$ cat src/hw/rtl/dlbd_pkg.sv
// Package: constants, controller states and command word for the dual lane byte digest
`timescale 1ns / 1ps

package dlbd_pkg;

    localparam logic [63:0] FNV_START = 64'hCBF29CE484222325;
    localparam logic [63:0] ROT_START = 64'h6A09E667F3BCC909;
    localparam logic [63:0] GOLDEN    = 64'h9E3779B97F4A7C15;
    localparam logic [63:0] MIX_MUL_A = 64'hBF58476D1CE4E5B9;
    localparam logic [63:0] MIX_MUL_B = 64'h94D049BB133111EB;

    localparam int FNV_PRIME_SHIFT = 40;
    localparam logic [8:0] FNV_PRIME_LOW = 9'h1B3;

    localparam int ROT_AMOUNT  = 7;
    localparam int SHIFT_LOAD  = 30;
    localparam int SHIFT_MID   = 27;
    localparam int SHIFT_FINAL = 31;

    typedef enum logic [2:0] {
        ST_IDLE,
        ST_LOAD,
        ST_MUL_LO,
        ST_MUL_HL,
        ST_MUL_LH,
        ST_MIX
    } state_t;

    typedef struct packed {
        logic absorb;
        logic load;
        logic lane_lo;
        logic mul_lo;
        logic mul_hl;
        logic mul_lh;
        logic mul_b;
        logic mix;
        logic store;
    } cmd_t;

endpackage

$ cat src/hw/rtl/dlbd_ctrl.sv
// Controller: sequences absorb, lane load, split multiplies, mixing and output hand-off
`timescale 1ns / 1ps

module dlbd_ctrl
(
    input  logic          clk,
    input  logic          rst_n,
    input  logic          in_valid,
    input  logic          byte_present,
    input  logic          last,
    input  logic          out_ready,
    output logic          in_ready,
    output logic          out_valid,
    output dlbd_pkg::cmd_t cmd
);

    dlbd_pkg::state_t state_reg;
    dlbd_pkg::state_t state_next;
    logic             mul_b_reg;
    logic             mul_b_next;
    logic             lane_lo_reg;
    logic             lane_lo_next;
    logic             out_valid_reg;
    logic             out_valid_next;
    logic             accept;
    logic             final_mix;
    logic             slot_free;

    assign accept    = in_valid && (state_reg == dlbd_pkg::ST_IDLE);
    assign final_mix = (state_reg == dlbd_pkg::ST_MIX) && mul_b_reg && lane_lo_reg;
    assign slot_free = !out_valid_reg || out_ready;

    always_ff @(posedge clk or negedge rst_n)
    begin
        if (!rst_n)
        begin
            state_reg     <= dlbd_pkg::ST_IDLE;
            mul_b_reg     <= 1'b0;
            lane_lo_reg   <= 1'b0;
            out_valid_reg <= 1'b0;
        end
        else
        begin
            state_reg     <= state_next;
            mul_b_reg     <= mul_b_next;
            lane_lo_reg   <= lane_lo_next;
            out_valid_reg <= out_valid_next;
        end
    end

    always_comb
    begin
        state_next     = state_reg;
        mul_b_next     = mul_b_reg;
        lane_lo_next   = lane_lo_reg;
        out_valid_next = out_valid_reg;
        if (out_valid_reg && out_ready)
        begin
            out_valid_next = 1'b0;
        end
        case (state_reg)
            dlbd_pkg::ST_IDLE:
            begin
                if (accept && last)
                begin
                    state_next   = dlbd_pkg::ST_LOAD;
                    mul_b_next   = 1'b0;
                    lane_lo_next = 1'b0;
                end
            end
            dlbd_pkg::ST_LOAD:
            begin
                state_next = dlbd_pkg::ST_MUL_LO;
            end
            dlbd_pkg::ST_MUL_LO:
            begin
                state_next = dlbd_pkg::ST_MUL_HL;
            end
            dlbd_pkg::ST_MUL_HL:
            begin
                state_next = dlbd_pkg::ST_MUL_LH;
            end
            dlbd_pkg::ST_MUL_LH:
            begin
                state_next = dlbd_pkg::ST_MIX;
            end
            dlbd_pkg::ST_MIX:
            begin
                if (!mul_b_reg)
                begin
                    mul_b_next = 1'b1;
                    state_next = dlbd_pkg::ST_MUL_LO;
                end
                else if (!lane_lo_reg)
                begin
                    mul_b_next   = 1'b0;
                    lane_lo_next = 1'b1;
                    state_next   = dlbd_pkg::ST_LOAD;
                end
                else if (slot_free)
                begin
                    out_valid_next = 1'b1;
                    state_next     = dlbd_pkg::ST_IDLE;
                end
            end
            default:
            begin
                state_next = dlbd_pkg::ST_IDLE;
            end
        endcase
    end

    always_comb
    begin
        in_ready     = (state_reg == dlbd_pkg::ST_IDLE);
        out_valid    = out_valid_reg;
        cmd.absorb   = accept && byte_present;
        cmd.load     = (state_reg == dlbd_pkg::ST_LOAD);
        cmd.lane_lo  = lane_lo_reg;
        cmd.mul_lo   = (state_reg == dlbd_pkg::ST_MUL_LO);
        cmd.mul_hl   = (state_reg == dlbd_pkg::ST_MUL_HL);
        cmd.mul_lh   = (state_reg == dlbd_pkg::ST_MUL_LH);
        cmd.mul_b    = mul_b_reg;
        cmd.mix      = (state_reg == dlbd_pkg::ST_MIX) && !(final_mix && !slot_free);
        cmd.store    = final_mix && slot_free;
    end

endmodule

$ cat config.mk
export PLATFORM = sky130hd
export DESIGN_NAME = dlbd_ctrl
export DESIGN_NICKNAME = d
export VERILOG_FILES = /design/src/hw/rtl/dlbd_pkg.sv /design/src/hw/rtl/dlbd_ctrl.sv
export SDC_FILE = /design/constraint.sdc
export NUM_CORES = 1
export LEC_CHECK = 0
export ABC_AREA = 1
export BUFFER_PORTS_ARGS = -buffer_cell sky130_fd_sc_hd__buf_4
export CORE_AREA = 2 2 39 41
export DETAILED_ROUTE_END_ITERATION = 8
export DIE_AREA = 0 0 41 43
export RECOVER_POWER = 50
export SKIP_LAST_GASP = 1
export SLEW_MARGIN = 20
export SYNTH_ARGS = -nofsm -noshare
export SYNTH_HDL_FRONTEND = slang
export SYNTH_SLANG_ARGS = --single-unit
$ cat constraint.sdc
create_clock -name clk -period 1.26 [get_ports clk]
set_clock_uncertainty 0.05 [all_clocks]
set_input_delay 0 -clock clk [delete_from_list [all_inputs] [get_ports clk]]
set_output_delay 0 -clock clk [all_outputs]
set_load 0.02 [all_outputs]
==> results of run 1 <==
final cells by class:
type	count	share of cell area
multi-input combinational	37	0.3434
timing repair buffer	29	0.3274
sequential	6	0.2171
inverter	9	0.05160
clock buffer	3	0.03203
tap	16	0.02847
layer usage:
layer / track usage / part of all wire / vias up
met5: 0 / 0 / -
met4: 0.06000 / 0 / 0
met3: 0.03141 / 0.037 / 0
met2: 0.2031 / 0.53 / 10
met1: 0.1934 / 0.43 / 218
li1: - / - / 234
power by group:
part	leakage, nW	total, mW	switching (mW)	internal, mW
logic	0.265	1.10	0.581	0.515
clock network	0.0138	0.178	0.0704	0.108
registers	0.0755	0.391	0.121	0.270
total	0.354	1.67	0.773	0.893
final timing paths:
kind | from | to | slack [ns] | cells after the start
setup reg to reg | state_reg[1] | mul_b_reg | 0.06 | 7
setup / recovery | state_reg[1] | cmd[0] | -0.05 | 6
hold reg to reg | out_valid | out_valid | 0.48 | 2
hold / removal | in_valid | state_reg[0] | 0.02 | 3
min in group asynchronous | rst_n | out_valid | 0.12 | 2
max in group asynchronous | rst_n | state_reg[0] | 0.76 | 2
kinds of logic after synthesis:
group,after synthesis
simple gates,29
flops,6
buf+inv,12
compound gates,8
cells in the final DEF, fill, tap and decap left out, types with 2 or more instances in the layout:
cell type,count
a21oi_1,2
buf_6,4
nand2_1,10
inv_2,4
clkbuf_1,2
nand3_1,3
nand4_1,2
dfrtp_2,2
clkbuf_4,3
dlygate4sd3_1,2
inv_1,4
nor2_1,5
dfrtp_1,4
o21ai_1,4
nor2_4,3
buf_4,21
worst max-delay path, stage by stage (launching register included):
cell and delay [ns]:
dfrtp_1 0.38, inv_2 0.10, nand2_4 0.06, nor2_4 0.11
nand3_2 0.09, nor2_1 0.12, buf_4 0.15
what timing repair did:
item | 4_1_cts | 5_1_grt
pin swaps | 2 | 3
setup buffers | 8 | 2
hold buffers | 2 | 0
endpoints found under the hold margin | 7 | 0
endpoints found under the setup margin | 4 | 8
resized for setup | 6 | 9
==> summary.txt, run 1 <==
Clocking
  • Clock sinks: 6
  • CTS buffer count: 3
  • Insertion delay to the later sink of the worst-skew pair: 0.24 ns
  • Clock slew at reported path FFs: 0.04 ns
  • Clk root buf: clkbuf_4
  • CTS tree: done
  • H-tree depth: 1
  • Max Buffers Root-to-Sink: 2

STA
  • Setup TNS: -0.08930 ns
  • Slew margin rel.: 0.7646
  • Fin crit share: 1.036
  • Pins over their slew limit: 0
  • Final setup margin: -0.04581 ns
  • WHS: 0.02454 ns
  • Min Tclk post-route: 1.306 ns
  • Final Setup Violations: 3
  • RSZ-0062 raised after global routing: yes
  • Final hold vios: 0
  • Fmax: 765.8 MHz
  • Slew at the pin with the worst max-slew slack: 0.3531 ns

Synthesis
  • Post-Syn Area: 404.1 µm²
  • Synth top cells by count: nand2_1, dfrtp_1, nor2_1
  • Mean Syn Cell Area: 7.348 µm²
  • Yosys warnings: 0
  • Post-synthesis compound-gate area fraction: 0.1022
  • Register area share after synthesis: 0.3715
  • Synth Register Bits: 6
  • Top cells by area, synth: dfrtp_1, nand2_1, nand3_1
  • Synth async-reset ratio: 1.000
  • Number of flops mapped to enable cells by yosys: 0
  • Simple-gate share of the synthesized area: 0.3715
  • Netlist cell types: 18
  • Mapped Cells: 55
  • Count leader, synth: nand2_1
  • Post-synth top area share: 0.3715
  • Primary FF master, synth: dfrtp_1
  • Yosys top cell by area: dfrtp_1
  • Adder-Cell Fraction of Synth Area: 0
  • Largest family of logic cells by synthesized area: simple AND/OR/NAND/NOR gates
  • Post-Synth XOR/XNOR Area: 0
  • Syn nets: 61
  • Post-synthesis mux area share: 0

Cells and area
  • Nets@finish: 92
  • Multi-input gate area: 241.5 µm²
  • Final std cells w/o fill: 100
  • Ant. Diodes: 0
  • Share of post-route cells with drive strength above 1: 0.5357
  • Final Core Density: 0.5081
  • Filler instances: 139
  • Register area: 152.6 µm²
  • Max reg flops: 3
  • Synthesis-to-finish area growth: 73.99%
  • Design area: 703.2 µm²

Worst setup path
  • Crit path arrival time: 1.26 ns
  • Crit path kind: flip-flop to primary output
  • CP Launch Type: flip-flop
  • Crit. End Element: primary output
  • Maximum fanout along the worst path: 4
  • Req. time, crit path: 1.21 ns

Power
  • Overall Power: 1.666 mW
  • Power density over cell area: 2369 nW/µm²
  • Leak pwr: 0.3541 nW
  • Peak supply drop: 1.027 mV

Detailed routing
  • Final wirelength: 1107 µm
  • Detailed-route via count: 462
  • Vias/cell: 4.620
  • Wire per inst: 11.07 µm
  • DRC: 0
  • Initial DRT Pass Iterations: 4
  • DRT iter0 DRCs: 14
  • Post-route ant nets: 0

Min path
  • Hold Path Class: primary input to flip-flop

GRT
  • GRT Resource Usage Total: 0.1404
  • Vias in the first global route: 422
  • Total grt overflow: 0
  • Largest net degree at the start of global routing: 8
  • First-pass GRT wire length: 1690 µm
  • Initial antenna violation count: 0

Outcome
  • Failing checks: setup timing
  • Status: finished, violations left

Job
  • Max Cap Viol: 0

Die
  • DIE WIDTH: 41 µm
  • Std-Cell Rows: 14
  • Starting Density: 0.2920
  • Die height: 43 µm
  • Full die area: 1763 µm²
  • Ports: 17
  • Core Box Area: 1384 µm²

Place
  • Input/output buffers: 16
  • Place WS: 0.1158 ns
  • Global placement routability congestion: 0.7926
  • DP Area: 525.5 µm²
  • Placed cell count: 85
  • Hpwl dp: 747.3 µm
Power figures use the tool's default switching activity.
==> inputs of run 2 (changes only) <==
--- a/config.mk
+++ b/config.mk
@@ -7,6 +7,7 @@
 export LEC_CHECK = 0
 export ABC_AREA = 1
 export BUFFER_PORTS_ARGS = -buffer_cell sky130_fd_sc_hd__buf_4
+export CAP_MARGIN = 30
 export CORE_AREA = 2 2 39 41
 export DETAILED_ROUTE_END_ITERATION = 8
 export DIE_AREA = 0 0 41 43
==> constraint.sdc (replaced) <==
create_clock -name clk -period 1.64 [get_ports clk]
set_clock_uncertainty 0.05 [all_clocks]
set_input_delay 0 -clock clk [delete_from_list [all_inputs] [get_ports clk]]
set_output_delay 0 -clock clk [all_outputs]
set_load 0.02 [all_outputs]
==> summary.txt, run 2 (synthesis gave the netlist of run 1 again) <==
Min path
  • Hold Path Sink: state_reg[0]
  • Min-delay src: in_valid
  • Hold Path Class: primary input to flip-flop
  • Worst Hold Depth: 3

Worst setup path
  • Crit. End Element: primary output
  • Crit path arrival time: 1.40 ns
  • CP Launch Type: flip-flop
  • Worst R2R Path Depth: 6
  • Maximum fanout along the worst path: 8
  • Reg2reg setup slack: 0.46 ns
  • Reg2reg start: state_reg[1]
  • Worst flop-to-flop path endpoint: mul_b_reg
  • Req. time, crit path: 1.59 ns
  • Crit path kind: flip-flop to primary output

GRT
  • Initial antenna violation count: 0
  • Total grt overflow: 0
  • First-pass GRT wire length: 1317 µm
  • GRT Resource Usage Total: 0.1110
  • Vias in the first global route: 353
  • Largest net degree at the start of global routing: 9

Cells and area
  • Share of post-route cells with drive strength above 1: 0.3151
  • Filler instances: 155
  • Synthesis-to-finish area growth: 34.37%
  • Nets@finish: 81
  • Commonest non-fill, non-tap cells in the layout: buf_4, nand2_1, nor2_1, dfrtp_1
  • Commonest non-fill, non-tap cell in the layout: buf_4
  • Register area: 150.1 µm²
  • Ant. Diodes: 0
  • Max reg flops: 3
  • Final Core Density: 0.3924
  • Multi-input gate area: 188.9 µm²

Detailed routing
  • DRT iter0 DRCs: 9
  • Initial DRT Pass Iterations: 4
  • Post-route ant nets: 0
  • Final wirelength: 853 µm
  • Detailed-route via count: 421
  • DRC: 0
  • Wire per inst: 9.584 µm
  • Vias/cell: 4.730

Die
  • Die height: 43 µm
  • Ports: 17
  • Starting Density: 0.2920
  • Full die area: 1763 µm²
  • Std-Cell Rows: 14
  • Core Box Area: 1384 µm²
  • DIE WIDTH: 41 µm

Power
  • Power density over cell area: 1778 nW/µm²
  • Psw: 0.4792 mW
  • Logic pwr share: 0.558
  • Clock share of power: 0.141
  • Sw frac: 0.4965
  • Flop pwr share: 0.301
  • Peak supply drop: 0.6404 mV
  • Pint: 0.4861 mW
  • Leak pwr: 0.2825 nW

Outcome
  • Status: completed

Clocking
  • Max Buffers Root-to-Sink: 2
  • Clock slew at reported path FFs: 0.04 ns
  • Clk root buf: clkbuf_4
  • Clock sinks: 6
  • H-tree depth: 1
  • CTS buffer count: 3
  • CTS tree: done
  • Insertion delay to the later sink of the worst-skew pair: 0.24 ns
  • Post-CTS setup repair buffer count: 0

STA
  • Pins over their slew limit: 0
  • Setup TNS: 0 ns
  • Fmax: 690.6 MHz
  • RSZ-0062 raised after global routing: no
  • Slew at the pin with the worst max-slew slack: 0.3564 ns
  • Min Tclk post-route: 1.448 ns
  • Final Setup Violations: 0
  • Fin crit share: 0.8829
  • Slew margin rel.: 0.7624
  • Final hold vios: 0

Place
  • Global placement routability congestion: 0.7884
  • Hpwl dp: 717.6 µm
  • Input/output buffers: 16

Job
  • Max Cap Viol: 0
run 2: changes by cell type in the layout (fill, tap and decap cells not counted), moves of 2 or more:
cell | before | now
buf_4 | 21 | 12
buf_6 | 4 | 0
clkbuf_1 | 2 | 4
dfrtp_1 | 4 | 6
dfrtp_2 | 2 | 0
nand3_1 | 3 | 5
run 2: power groups by stage:
stage               clock, mW  combinational [mW]  sequential (mW)
floorplan                   0               0.447            0.259
global route            0.146               0.589            0.302
finish                  0.136               0.539            0.291
global placement            0               0.566            0.295
CTS                     0.139               0.569            0.293
detailed placement          0               0.564            0.295
run 2: cell type report:
cell class	instances	share of cell area
Sequential cell	6	0.2765
Clock buffer	3	0.04147
Tap cell	16	0.03687
Timing Repair Buffer	18	0.2304
Inverter	9	0.06682
Multi-Input combinational cell	37	0.3479
run 2: what timing repair did:
item                                    in CTS  in global routing
endpoints found under the setup margin       0                  0
endpoints found under the hold margin        7                  0
resized for setup                            0                  0
hold buffers                                 2                  0
run 2: worst max-delay path by stage:
stage | start | end
3_5_place_dp | state_reg[2] | cmd[8]
2_1_floorplan | state_reg[2] | cmd[8]
5_1_grt | state_reg[2] | cmd[8]
6_report | state_reg[2] | cmd[8]
4_1_cts | state_reg[2] | cmd[8]
3_3_place_gp | state_reg[2] | cmd[8]
run 2: layer usage:
metal	vias up	GRT usage	routed length (µm)
met2	14	0.1500	399
li1	211	-	-
met1	194	0.1536	396
met3	2	0.01571	43
met4	0	0.08000	14
met5	-	0	0
run 2: worst max-delay path, cell delays in order (launching register included):
cell     delay [ns]
dfrtp_1        0.50
inv_4          0.13
nand3_1        0.14
nor3b_1        0.22
buf_4          0.17
run 2: metrics by stage:
step                      instance area (µm²)  hold slack [ns]  power (mW)  std cells  worst slack (ns)
final                                   543.0          0.01843      0.9653         89            0.1920
after global routing                    543.0          0.03010       1.037         89           0.09829
after CTS                               560.5          0.02321       1.001         89            0.1831
after detailed placement                518.0          -0.2359      0.8590         84            0.4444
after global placement                  518.0          -0.2348      0.8619         84            0.4823
after floorplan                         404.1          -0.3456      0.7061         55            0.3919
==> inputs of run 3 (changes only) <==
--- a/config.mk
+++ b/config.mk
@@ -6,7 +6,7 @@
 export NUM_CORES = 1
 export LEC_CHECK = 0
 export ABC_AREA = 1
-export BUFFER_PORTS_ARGS = -buffer_cell sky130_fd_sc_hd__buf_4
+export BUFFER_PORTS_ARGS = -buffer_cell sky130_fd_sc_hd__buf_2
 export CAP_MARGIN = 30
 export CORE_AREA = 2 2 39 41
 export DETAILED_ROUTE_END_ITERATION = 8
==> summary.txt, run 3 (synthesis gave the netlist of run 1 again) <==
Clocking
  • Max Buffers Root-to-Sink: 2
  • Clock slew at reported path FFs: 0.04 ns
  • Clk root buf: clkbuf_4
  • CTS buffer count: 3
  • CTS tree: done
  • H-tree depth: 1
  • Clock sinks: 6
  • Post-CTS setup repair buffer count: 0
  • Insertion delay to the later sink of the worst-skew pair: 0.25 ns

Worst setup path
  • Req. time, crit path: 1.59 ns
  • CP bufs+invs: 2
  • Crit path kind: flip-flop to primary output
  • Critical Path, Cell by Cell: inv_4 > nor2_4 > nand3_1 > nor2_1 > buf_2
  • Maximum fanout along the worst path: 8
  • CP Launch Type: flip-flop
  • CP max stage cell: dfrtp_1
  • Crit. End Element: primary output
  • Max incr delay on CP: 0.55 ns
  • Crit path arrival time: 1.39 ns
  • Delay-heaviest family, CP: flip-flops

Detailed routing
  • DRT iter0 DRCs: 4
  • Initial DRT Pass Iterations: 4
  • Wire per inst: 10.00 µm
  • Post-route ant nets: 0
  • Detailed-route via count: 395
  • DRC: 0
  • Vias/cell: 4.438
  • Final wirelength: 890 µm

Job
  • Max Cap Viol: 0

Die
  • Starting Density: 0.2920
  • DIE WIDTH: 41 µm
  • Std-Cell Rows: 14
  • Full die area: 1763 µm²
  • Die height: 43 µm
  • Core Box Area: 1384 µm²
  • Ports: 17

Cells and area
  • Commonest non-fill, non-tap cell in the layout: buf_2
  • Multi-input gate area: 191.4 µm²
  • Synthesis-to-finish area growth: 27.55%
  • Commonest non-fill, non-tap cells in the layout: buf_2, nand2_1, nor2_1, dfrtp_1, nand3_1
  • Max reg flops: 3
  • Register area: 150.1 µm²
  • Filler instances: 159
  • Nets@finish: 81
  • Share of post-route cells with drive strength above 1: 0.3425
  • Ant. Diodes: 0

GRT
  • Total grt overflow: 0
  • Initial antenna violation count: 0
  • Largest net degree at the start of global routing: 9
  • GRT Resource Usage Total: 0.1302
  • Vias in the first global route: 360
  • First-pass GRT wire length: 1455 µm

STA
  • Fmax: 693.3 MHz
  • Min Tclk post-route: 1.442 ns
  • Slew margin rel.: 0.7566
  • Final Setup Violations: 0
  • Fin crit share: 0.8795
  • Slew at the pin with the worst max-slew slack: 0.3651 ns
  • Final hold vios: 0
  • RSZ-0062 raised after global routing: no
  • Setup TNS: 0 ns
  • WHS: 0.05334 ns
  • Pins over their slew limit: 0

Min path
  • Hold Path Class: primary input to flip-flop

Place
  • Global placement routability congestion: 0.7115
  • Hpwl dp: 714.7 µm
  • Input/output buffers: 16

Power
  • Leak pwr: 0.2776 nW
  • Power density over cell area: 1821 nW/µm²
  • Peak supply drop: 0.6848 mV

Outcome
  • Status: completed
## run 3: worst paths after layout
kind,from,endpoint,cells after the start,slack [ns]
min,last,state_reg[0],3,0.05
max,state_reg[2],cmd[0],5,0.20
max in group asynchronous,rst_n,mul_b_reg,2,1.19
min in group asynchronous,rst_n,out_valid,2,0.10
max reg2reg,state_reg[2],state_reg[0],4,0.45
min reg2reg,out_valid,out_valid,2,0.48
## run 3: metrics by stage
stage	std cells	worst slack (ns)	utilization	cell area [µm²]	power, mW
2_1_floorplan	55	0.3919	-	404.1	0.7061
3_3_place_gp	84	0.4847	0.3454	478.0	0.8052
3_5_place_dp	84	0.4695	0.3454	478.0	0.8076
4_1_cts	89	0.2028	0.3761	520.5	0.9527
5_1_grt	89	0.09473	0.3725	515.5	1.022
6_report	89	0.1977	0.3725	515.5	0.9385
## run 3: what timing repair did
| item | CTS | global route |
|---|---|---|
| gates resized for setup | 0 | 0 |
| hold endpoints to repair | 7 | 0 |
| hold buffers | 2 | 0 |
## run 3: metal layers
layer | part of all wire | wire [µm] | vias to the layer above | global-route usage
li1 | - | - | 211 | -
met1 | 0.44 | 393 | 168 | 0.1667
met2 | 0.47 | 415 | 14 | 0.1688
met3 | 0.064 | 57 | 2 | 0.04712
met4 | 0.026 | 23 | 0 | 0.1000
met5 | 0 | 0 | - | 0
## run 3: area by class of cell
class | instances | area share
multi-input cells | 37 | 0.3714
flip-flops and latches | 6 | 0.2913
repair buffers | 18 | 0.1845
inverters | 9 | 0.07039
clock buffers | 3 | 0.04369
well taps | 16 | 0.03883
## run 3: worst register-to-register path, stage by stage (launching register included)
cell	delay [ns]
dfrtp_1	0.50
inv_4	0.13
nand3_1	0.14
a21oi_1	0.16
o21ai_1	0.09
## run 3: report_power, final
part	switching [mW]	leakage, nW	internal [mW]
Combinational	0.339	0.186	0.167
Sequential	0.0917	0.0780	0.204
Clock	0.0545	0.0138	0.0829
